**src/sv/dvc_pkg.sv**
```systemverilog
// dvc_pkg: shared types and constants for the disk visibility count grid
// no dependencies
`default_nettype none
package dvc_pkg;

	localparam int MAX_COLS    = 64;
	localparam int MAX_ROWS    = 64;
	localparam int NUM_PLAYERS = 8;
	localparam int COUNT_BITS  = 8;

	localparam int COL_W   = $clog2(MAX_COLS);
	localparam int ROW_W   = $clog2(MAX_ROWS);
	localparam int PLY_W   = $clog2(NUM_PLAYERS);
	localparam int ADDR_W  = PLY_W + ROW_W + COL_W;
	localparam int RAM_DEPTH = NUM_PLAYERS * MAX_ROWS * MAX_COLS;

	localparam int GRID_W   = 7;
	localparam int RAD_W    = 4;
	localparam int OP_W     = 2;
	localparam int S_TDATA_W = 24;
	localparam int M_TDATA_W = 8;
	localparam int QUEUE_DEPTH = 2;

	localparam logic [GRID_W-1:0] GRID_COLS_MAX = GRID_W'(MAX_COLS);
	localparam logic [GRID_W-1:0] GRID_ROWS_MAX = GRID_W'(MAX_ROWS);
	localparam logic [COUNT_BITS-1:0] COUNT_MAX = {COUNT_BITS{1'b1}};

	// config register indexes
	localparam logic REG_GRID_WIDTH  = 1'b0;
	localparam logic REG_GRID_HEIGHT = 1'b1;

	// opcodes
	localparam logic [OP_W-1:0] OP_REVEAL  = 2'd0;
	localparam logic [OP_W-1:0] OP_CONCEAL = 2'd1;
	localparam logic [OP_W-1:0] OP_QUERY   = 2'd2;

	typedef enum logic [1:0] {
		CMD_NOP,
		CMD_ADD,
		CMD_SUB,
		CMD_QUERY
	} cmd_kind_t;

	typedef struct packed {
		cmd_kind_t         kind;
		logic [PLY_W-1:0]  player;
		logic [RAD_W-1:0]  rad;
		logic [COL_W-1:0]  x0;
		logic [ROW_W-1:0]  y0;
		logic [COL_W-1:0]  min_x;
		logic [COL_W-1:0]  max_x;
		logic [ROW_W-1:0]  min_y;
		logic [ROW_W-1:0]  max_y;
		logic              q_in0;
		logic              q_in1;
	} cmd_t;

	typedef enum logic [2:0] {
		BK_CLEAR,
		BK_IDLE,
		BK_WALK,
		BK_QA,
		BK_QB,
		BK_QC,
		BK_EMIT
	} bk_state_t;

endpackage
`default_nettype wire

```
**src/sv/dvc_queue.sv**
```systemverilog
// dvc_queue: short command queue between front and back
// depends on dvc_pkg
`default_nettype none
module dvc_queue import dvc_pkg::*; (
	input  wire logic clk,
	input  wire logic arst_n,
	input  wire logic push,
	input  wire cmd_t din,
	output      logic full,
	input  wire logic pop,
	output      cmd_t dout,
	output      logic empty
);

	localparam int PTR_W = $clog2(QUEUE_DEPTH);
	localparam int CNT_W = $clog2(QUEUE_DEPTH + 1);

	cmd_t             slot_q [QUEUE_DEPTH];
	logic [PTR_W-1:0] wptr_q;
	logic [PTR_W-1:0] rptr_q;
	logic [CNT_W-1:0] count_q;

	assign full  = (count_q == CNT_W'(QUEUE_DEPTH));
	assign empty = (count_q == '0);
	assign dout  = slot_q[rptr_q];

	always_ff @(posedge clk) begin
		if (push) begin
			slot_q[wptr_q] <= din;
		end
	end

	always_ff @(posedge clk or negedge arst_n) begin
		if (!arst_n) begin
			wptr_q  <= '0;
			rptr_q  <= '0;
			count_q <= '0;
		end else begin
			if (push) begin
				wptr_q <= (wptr_q == PTR_W'(QUEUE_DEPTH - 1)) ? '0 : wptr_q + 1'b1;
			end
			if (pop) begin
				rptr_q <= (rptr_q == PTR_W'(QUEUE_DEPTH - 1)) ? '0 : rptr_q + 1'b1;
			end
			if (push && !pop) begin
				count_q <= count_q + 1'b1;
			end else if (pop && !push) begin
				count_q <= count_q - 1'b1;
			end
		end
	end

endmodule
`default_nettype wire

```
**config.mk**
```make
export PLATFORM = sky130hd
export DESIGN_NAME = dvc_queue
export DESIGN_NICKNAME = d
export VERILOG_FILES = /design/src/sv/dvc_pkg.sv /design/src/sv/dvc_queue.sv
export SDC_FILE = /design/constraint.sdc
export NUM_CORES = 1
export LEC_CHECK = 0
export ABC_CLOCK_PERIOD_IN_PS = 2800
export BUFFER_PORTS_ARGS = -buffer_cell sky130_fd_sc_hd__buf_4
export CAP_MARGIN = 20
export CORE_MARGIN = 5
export CORE_UTILIZATION = 47
export CTS_CLUSTER_SIZE = 16
export DETAILED_ROUTE_END_ITERATION = 8
export GPL_TIMING_DRIVEN = 1
export PLACE_DENSITY = 0.82
export REMOVE_ABC_BUFFERS = 1
export SYNTH_ARGS = -nofsm -noshare
export SYNTH_HDL_FRONTEND = slang
export SYNTH_SLANG_ARGS = --single-unit
```
**constraint.sdc**
```tcl
create_clock -name clk -period 2.8 [get_ports clk]
set_clock_uncertainty 0.15 [all_clocks]
set_input_delay 0 -clock clk [delete_from_list [all_inputs] [get_ports clk]]
set_output_delay 0 -clock clk [all_outputs]
set_load 0.005 [all_outputs]
```
==> metrics.md <==
| Metric | Value |
|---|---|
| Worst hold path type | input pin to flip-flop |
| Maximum vdd drop | about 0.42 mV |
| FF-to-FF Start | wptr_q$_DFFE_PN0P_ |
| Gr usage total | 14.8% |
| Clock share of power | between 15 and 20% |
| Critical path arrival | approximately 1.9 ns |
| Most common cell after layout, fill and taps aside | buf_4 |
| Clk root buf | clkbuf_8 |
| Tmin final | 2.07 ns |
| Status | finished clean |
| Final setup viols | 0 |
| Sequential Power Share | roughly half |
| Htree depth | 3 |
| Setup Buffers After CTS | 0 |
| WL/cell | about 16 µm |
| Filler cells | 512 |
| Flop and latch count out of synthesis | 98 |
| Final wirelength | a little under 7 mm |
| Die Wd | 98.2 µm |
| DRC Markers | 0 |
| Vias/cell | between 4 and 5 |
| Post-route ant nets | 0 |
| CP Launch Type | flip-flop |
| Synth top area share | 77.2% |
| Most frequent cells in the layout | buf_4, edfxtp_1, dlygate4sd3_1 |
| Seq/Total Area, Yosys | around four fifths |
| Worst Hold Launch | din[18] |
| Internal power consumption | 3.16 mW |
| Yosys Warn Count | 0 |
| Io pins | 100 |
| Drt pass-1 iters | 4 |
| Mapped Cells | 162 |
| Largest net degree at the start of global routing | 48 |
| Fin nets | around 370 |
| Post-synthesis cell type count | 13 |
| Worst-margin pin slew | between 0.6 and 0.7 ns |
| Post-DP HPWL | 4.37 mm |
| CP Cell Sequence | buf_12, mux2_2, buf_4 |
| Worst Setup SP | rptr_q$_DFFE_PN0P_ |
| Pwr Total | between 4 and 5 mW |
| Met3 usage | between 4 and 5% |
| Total die area | 9650 µm² |
| Starting density of the core | a little under half |
| Unrepaired setup endpoints after global routing | false |
| Hold Vio Cnt, Final | 0 |
| CP max stage delay | between 0.7 and 0.8 ns |
| Final core occ | 68.3% |
| Fin crit share | around three quarters |
| Total gr overflow | 0 |
| CTS tree | yes |
| Slew HR | between 50% and 60% |
| Grt met2 use | roughly 26% |
| Net switching power | between 1 and 1.5 mW |
| Comb pwr share | 33.3% |
| Switch share | a little over a quarter |
| Area of the mapped netlist | about 3700 µm² |
| Placer Congestion | ~0.75 |
| Row count | 32 |
| Initial antenna violation count | 0 |
| Die height | slightly below 100 µm |
| CP Data Required Time | around 2.7 ns |
| Slowest CP cell | dfrtp_2 |
| Synth area leader | edfxtp_1 |
| Critical path class | flip-flop to output port |
| Layout cell share with drive strength beyond 1 | roughly 50% |
| Max clock buf depth | 2 |
| Met1 GRT Util | approximately 18% |
| Num CTS Buffers | 9 |
| MaxCap Viol Count | 0 |
| Antenna cell count | 0 |
| Top cells by area, synth | edfxtp_1, mux2_2, mux2_4 |
| First-pass GRT wire length | between 10 and 15 mm |
| Area grow syn2layout | 42.8% |
| Critical path peak fanout | 26 |
| Max Clk Rate | a little under 500 MHz |
| Vias in the first global route | between 2000 and 2500 |
| Hold slack final | 0.219 ns |
| Via count | slightly below 2000 |
| Core area | ~7600 µm² |
| DR iter-0 viols | 64 |
| Clock Latency Late Sink | approximately 0.35 ns |
| Setup TNS | 0 ns |
| Syn_area_per_cell | ~23 µm² |
| PD cells | 828 nW/µm² |
| Clk slew on worst S/H paths | approximately 0.090 ns |
| Pleak | roughly 2.0 nW |
| CP Capture Type | output port |
| CTS sink cnt | approximately 100 |
| Busiest grt layer | met2 |
| Port Buf Inserts | just under 100 |
| Slew Viols, Final | 0 |
==> worst paths after layout <==
kind	cells past startpoint	to	slack (ns)
max	3	dout[28]	0.73
min	2	slot_q[1][18]$_DFFE_PP_	0.22
max reg2reg	2	slot_q[0][14]$_DFFE_PP_	1.08
min reg2reg	1	count_q[1]$_DFFE_PN0P_	0.35
max in group asynchronous	3	rptr_q$_DFFE_PN0P_	1.89
min in group asynchronous	3	count_q[1]$_DFFE_PN0P_	0.39
==> stage by stage <==
step | setup WS, ns | instances | instance area (µm²)
global placement | 1.10 | 361 | 4540
detailed placement | 1.08 | 361 | 4540
finish | 0.730 | 428 | 5220
CTS | 0.697 | 428 | 5220
global route | 0.632 | 428 | 5220
floorplan | -0.308 | 157 | 3610
==> registers in the layout, indices dropped and copies added, names as in the netlist <==
| register | flops |
|---|---|
| rptr_q | 1 |
| slot_q | 94 |
| wptr_q | 1 |
| count_q | 2 |
==> cells in the mapped netlist <==
| cell | instances |
|---|---|
| inv_1 | 1 |
| nor2_1 | 2 |
| buf_6 | 3 |
| ha_1 | 1 |
| edfxtp_1 | 94 |
| and2_1 | 1 |
| xor2_1 | 4 |
| mux2_2 | 27 |
| buf_2 | 2 |
| dfrtp_1 | 4 |
| mux2_4 | 20 |
| xnor2_1 | 1 |
| nor2b_1 | 2 |
==> layout make-up <==
cell class	instances	area, µm²	area share, %
clock buffer	10	128	2.44
clock inverter	6	42.5	0.815
inverter	1	3.75	0.0719
multi-input combinational	58	696	13.3
sequential	98	2920	56.0
tap	102	128	2.44
timing repair buffer	153	1300	24.9
==> power by group through the flow <==
stage | Sequential [mW] | Clock [mW] | Combinational [mW]
after floorplan | 2.16 | 0 | 0.671
after global placement | 2.12 | 0 | 1.38
after detailed placement | 2.14 | 0 | 1.40
after CTS | 2.11 | 0.806 | 1.46
after global routing | 2.14 | 0.869 | 1.55
final | 2.10 | 0.779 | 1.44
==> cells by family after synthesis <==
group	Yosys count	synth area share, %
flip-flops	98	79.9
adder cells (fa/ha/maj)	1	0.342
XOR/XNOR	5	1.20
multiplexers	47	16.5
buffers and inverters	6	1.30
AND/OR/NAND/NOR	5	0.719
==> critical path, delay by kind of cell, from the launching register on <==
family,cells,cell delay (ns)
buffers and inverters,2,0.43
multiplexers,1,0.37
flip-flops,1,0.76
==> repair_timing <==
item,4_1_cts,5_1_grt
gates resized for setup,0,0
setup endpoints to repair,0,0
hold buffers,51,0
endpoints found under the hold margin,102,0
==> per-layer routing <==
metal  routed length [µm]  vias to the layer above
met5                    0                        -
met4                   97                        0
met3                  436                        9
met2                 3620                       67
met1                 2700                      944
li1                     -                      948
(Power assumes the default switching activity.)
