**config.mk**
```make
export PLATFORM = sky130hd
export DESIGN_NAME = dvc_front
export DESIGN_NICKNAME = d
export VERILOG_FILES = /design/src/sv/dvc_pkg.sv /design/src/sv/dvc_front.sv
export SDC_FILE = /design/constraint.sdc
export NUM_CORES = 1
export LEC_CHECK = 0
export BUFFER_PORTS_ARGS = -buffer_cell sky130_fd_sc_hd__clkbuf_2
export CORE_ASPECT_RATIO = 1.75
export CORE_MARGIN = 3
export CORE_UTILIZATION = 35
export DETAILED_ROUTE_END_ITERATION = 10
export GPL_TIMING_DRIVEN = 0
export PLACE_DENSITY = 0.56
export REMOVE_ABC_BUFFERS = 1
export SYNTH_ARGS = -nofsm -noshare
export SYNTH_HDL_FRONTEND = slang
export SYNTH_SLANG_ARGS = --single-unit
```
**constraint.sdc**
```tcl
create_clock -name vclk -period 10.65
set_clock_uncertainty 0.05 [all_clocks]
set_input_delay 2.13 -clock vclk [all_inputs]
set_output_delay 2.13 -clock vclk [all_outputs]
set_load 0.005 [all_outputs]
```
**src/sv/dvc_pkg.sv**
```systemverilog
// dvc_pkg: shared types and constants for the disk visibility count grid
// no dependencies
`default_nettype none
package dvc_pkg;

	localparam int MAX_COLS    = 64;
	localparam int MAX_ROWS    = 64;
	localparam int NUM_PLAYERS = 8;
	localparam int COUNT_BITS  = 8;

	localparam int COL_W   = $clog2(MAX_COLS);
	localparam int ROW_W   = $clog2(MAX_ROWS);
	localparam int PLY_W   = $clog2(NUM_PLAYERS);
	localparam int ADDR_W  = PLY_W + ROW_W + COL_W;
	localparam int RAM_DEPTH = NUM_PLAYERS * MAX_ROWS * MAX_COLS;

	localparam int GRID_W   = 7;
	localparam int RAD_W    = 4;
	localparam int OP_W     = 2;
	localparam int S_TDATA_W = 24;
	localparam int M_TDATA_W = 8;
	localparam int QUEUE_DEPTH = 2;

	localparam logic [GRID_W-1:0] GRID_COLS_MAX = GRID_W'(MAX_COLS);
	localparam logic [GRID_W-1:0] GRID_ROWS_MAX = GRID_W'(MAX_ROWS);
	localparam logic [COUNT_BITS-1:0] COUNT_MAX = {COUNT_BITS{1'b1}};

	// config register indexes
	localparam logic REG_GRID_WIDTH  = 1'b0;
	localparam logic REG_GRID_HEIGHT = 1'b1;

	// opcodes
	localparam logic [OP_W-1:0] OP_REVEAL  = 2'd0;
	localparam logic [OP_W-1:0] OP_CONCEAL = 2'd1;
	localparam logic [OP_W-1:0] OP_QUERY   = 2'd2;

	typedef enum logic [1:0] {
		CMD_NOP,
		CMD_ADD,
		CMD_SUB,
		CMD_QUERY
	} cmd_kind_t;

	typedef struct packed {
		cmd_kind_t         kind;
		logic [PLY_W-1:0]  player;
		logic [RAD_W-1:0]  rad;
		logic [COL_W-1:0]  x0;
		logic [ROW_W-1:0]  y0;
		logic [COL_W-1:0]  min_x;
		logic [COL_W-1:0]  max_x;
		logic [ROW_W-1:0]  min_y;
		logic [ROW_W-1:0]  max_y;
		logic              q_in0;
		logic              q_in1;
	} cmd_t;

	typedef enum logic [2:0] {
		BK_CLEAR,
		BK_IDLE,
		BK_WALK,
		BK_QA,
		BK_QB,
		BK_QC,
		BK_EMIT
	} bk_state_t;

endpackage
`default_nettype wire

```
**src/sv/dvc_front.sv**
```systemverilog
// dvc_front: accepts input transactions, clips the disk box and classifies them
// depends on dvc_pkg
`default_nettype none
module dvc_front import dvc_pkg::*; (
	input  wire logic                 s_tvalid,
	output      logic                 s_tready,
	input  wire logic [S_TDATA_W-1:0] s_tdata,
	input  wire logic [GRID_W-1:0]    grid_width,
	input  wire logic [GRID_W-1:0]    grid_height,
	input  wire logic                 q_full,
	input  wire logic                 clearing,
	output      logic                 push,
	output      cmd_t                 cmd
);

	logic [OP_W-1:0]   opcode;
	logic [PLY_W-1:0]  player_id;
	logic [RAD_W-1:0]  radius;
	logic [COL_W-1:0]  pos_x;
	logic [ROW_W-1:0]  pos_y;
	logic [GRID_W-1:0] cols;
	logic [GRID_W-1:0] rows;
	logic [GRID_W-1:0] hi_x_raw;
	logic [GRID_W-1:0] hi_y_raw;
	logic [GRID_W-1:0] hi_x;
	logic [GRID_W-1:0] hi_y;
	logic [COL_W-1:0]  lo_x;
	logic [ROW_W-1:0]  lo_y;
	logic              empty_box;
	logic [GRID_W-1:0] nx;
	logic [GRID_W-1:0] ny;

	assign opcode    = s_tdata[1:0];
	assign player_id = s_tdata[4:2];
	assign radius    = s_tdata[8:5];
	assign pos_x     = s_tdata[14:9];
	assign pos_y     = s_tdata[20:15];

	assign s_tready = !q_full && !clearing;
	assign push     = s_tvalid && s_tready;

	always_comb begin
		cols = (grid_width > GRID_COLS_MAX) ? GRID_COLS_MAX : grid_width;
		rows = (grid_height > GRID_ROWS_MAX) ? GRID_ROWS_MAX : grid_height;

		lo_x = (pos_x >= COL_W'(radius)) ? pos_x - COL_W'(radius) : '0;
		lo_y = (pos_y >= ROW_W'(radius)) ? pos_y - ROW_W'(radius) : '0;
		hi_x_raw = GRID_W'(pos_x) + GRID_W'(radius);
		hi_y_raw = GRID_W'(pos_y) + GRID_W'(radius);
		hi_x = (hi_x_raw > cols - 1'b1) ? cols - 1'b1 : hi_x_raw;
		hi_y = (hi_y_raw > rows - 1'b1) ? rows - 1'b1 : hi_y_raw;
		empty_box = (cols == '0) || (rows == '0) ||
			(GRID_W'(lo_x) > hi_x) || (GRID_W'(lo_y) > hi_y);

		nx = GRID_W'(pos_x) + 1'b1;
		ny = GRID_W'(pos_y) + 1'b1;

		cmd.player = player_id;
		cmd.rad    = radius;
		cmd.x0     = pos_x;
		cmd.y0     = pos_y;
		cmd.min_x  = lo_x;
		cmd.min_y  = lo_y;
		cmd.max_x  = hi_x[COL_W-1:0];
		cmd.max_y  = hi_y[ROW_W-1:0];
		cmd.q_in0  = (GRID_W'(pos_x) < cols) && (GRID_W'(pos_y) < rows);
		cmd.q_in1  = (nx < cols) && (ny < rows);

		case (opcode)
			OP_REVEAL:  cmd.kind = (player_id != '0 && !empty_box) ? CMD_ADD : CMD_NOP;
			OP_CONCEAL: cmd.kind = (player_id != '0 && !empty_box) ? CMD_SUB : CMD_NOP;
			OP_QUERY:   cmd.kind = CMD_QUERY;
			default:    cmd.kind = CMD_NOP;
		endcase
	end

endmodule
`default_nettype wire

```
==> reports/results.ini <==
[timing]
rsz0062_at_grt=false
fmaxAchievable_mhz=110.0
max-slew-margin-rel=0.4875
finalMaxSlewViolations=0
min_period_over_period=0.8540
setup_viol=0
hold_violations=0
worstMarginPinSlew_ns=0.7617
period_needed_ns=9.095
finalSetupTns_ns=0

[global_route]
antenna_found_initial=0
grt_pass1_wl_mm=11.85
grt_usage=0.1654
overflow=0
grt_max_degree=13
grt_pass1_vias=2634

[layout]
drive_gt1_frac=0.2399
syn_to_final_growth_pct=13.91
fin_nets=535
finalNonFillerCells=507
diodes=0
n_fill_cell=801
seq_cells=0
seqCellArea_um2=0
clkbuf_count=0

[placed_design]
place.gp.congestion=0.8660
dpl.hpwl_mm=6.670
port_buffers=87
placedCellCount=507

[route]
ant_nets=0
drtPass1Iterations=4
vias_per_cell=5.162
drt_iter0_drc=39
num_vias=2617
wl_per_cell_um=14.50
wl_mm=7.350
drc=0

[setup_path]
crit_required_ns=8.47
end_kind=output port
startpoint_type=input pin
timing_worst_setup_path_type=in -> out
crit_arrival_ns=6.91
crit_fanout=8

[floorplan]
dieArea_mm2=0.008789
num_rows=41
fp.dieW_um=72.17
start_util=0.3655
core-area_mm2=0.007336
die_y_um=121.8
pin_count=90

[power_and_ir_drop]
power_leakage_nw=1.666
p_sw_frac=0.5473
p_sw_mw=0.1273
power_frac_comb=1.000
seq_power_share=0
p_clk_frac=0
p_int_mw=0.1053
power.density_mw_per_mm2=76.18
vdd_drop_max_mv=0.04129

[cts]
post_cts_resized=0
post_cts_buffers=0
cts_hold_buf=0

[synth]
syn_area_mm2=0.002681
yosysWarningCount=0
ys_seq_area_frac=0
synth.avg_cell_area_um2=7.448
synth_area_leaders=ha_1 31%, xnor2_1 6.9%, inv_1 5.5%
yosysMostFrequentCell=ha_1
ys_types=50
synthCells=360
synth_commonest_cells=67 x ha_1, 39 x inv_1, 31 x nor2_1
yosys.area.top_type=ha_1
synth_top_area_frac=0.3126

[run_status]
status=finished, final reports clean

[run]
cap_violations=0

[min_path]
worst_hold_path_type=in -> out

==> routing by layer <==
metal | up-vias | routed length, um | GRT usage | part of all wire
li1 | 1349 | - | - | -
met1 | 1188 | 2805 | 0.1742 | 0.38
met2 | 70 | 4080 | 0.3419 | 0.56
met3 | 10 | 293 | 0.005780 | 0.040
met4 | 0 | 170 | 0.04000 | 0.023
met5 | - | 0 | 0 | 0
==> final cells by class <==
class              instances  area, um^2  area share
repair buffers            87       435.4      0.1426
inverters                 44       165.2     0.05408
well taps                 86       107.6     0.03523
multi-input cells        290        2346      0.7681
==> power groups by stage <==
stage / Combinational (mW) / Sequential, mW / Clock [mW]
detailed placement: 0.236 / 0 / 0
finish: 0.233 / 0 / 0
global placement: 0.232 / 0 / 0
floorplan: 0.155 / 0 / 0
CTS: 0.238 / 0 / 0
global route: 0.265 / 0 / 0
==> path summary, 6_finish.rpt <==
check / from / endpoint / slack (ns) / cells after the start
hold / removal: s_tdata[4] / cmd[44] / 4.40 / 2
setup / recovery: s_tdata[6] / cmd[45] / 1.56 / 24
==> worst max-delay path, stage by stage <==
cell,delay [ns]
clkbuf_2,0.12
inv_1,0.31
ha_1,0.34
inv_1,0.07
a21oi_1,0.05
o21bai_1,0.23
a31oi_1,0.14
xor2_1,0.26
inv_1,0.08
ha_1,0.29
and3_1,0.25
a221o_1,0.17
a31o_1,0.13
a21boi_4,0.35
mux2i_1,0.35
inv_1,0.08
ha_1,0.31
nor2b_1,0.13
o21a_1,0.16
o21bai_1,0.22
a21oi_4,0.09
a221o_1,0.36
a21oi_1,0.16
clkbuf_2,0.13
==> placed cells by master, fill, tap and decap left out, types with 12 or more instances in the layout <==
| cell type | Yosys | layout |
|---|---|---|
| a21oi_1 | 20 | 20 |
| mux2i_1 | 13 | 13 |
| xnor2_1 | 21 | 21 |
| nand3_1 | 12 | 12 |
| ha_1 | 67 | 67 |
| nor2_1 | 31 | 31 |
| nand2_1 | 25 | 25 |
| inv_1 | 39 | 39 |
| clkbuf_2 | 0 | 87 |
==> through the flow <==
step	total power [mW]	hold slack (ns)	instance area (um^2)	util	setup WS [ns]
after floorplan	0.1547	4.210	2511	-	2.353
after global placement	0.2318	4.399	3054	0.4163	1.642
after detailed placement	0.2364	4.398	3054	0.4163	1.513
after CTS	0.2376	4.399	3054	0.4163	1.500
after global routing	0.2653	4.407	3054	0.4163	1.230
final	0.2327	4.396	3054	0.4163	1.555
==> cell families after synthesis <==
family	after synthesis	synth area share
xor gates and xnor gates	29	0.09473
adders and majority gates	73	0.3500
buffers and inverters	70	0.1251
AOI/OAI and AO/OA	65	0.1699
and+or+nand+nor	106	0.1937
muxes	17	0.06672
Note: power is estimated with default switching activity, not from simulation.
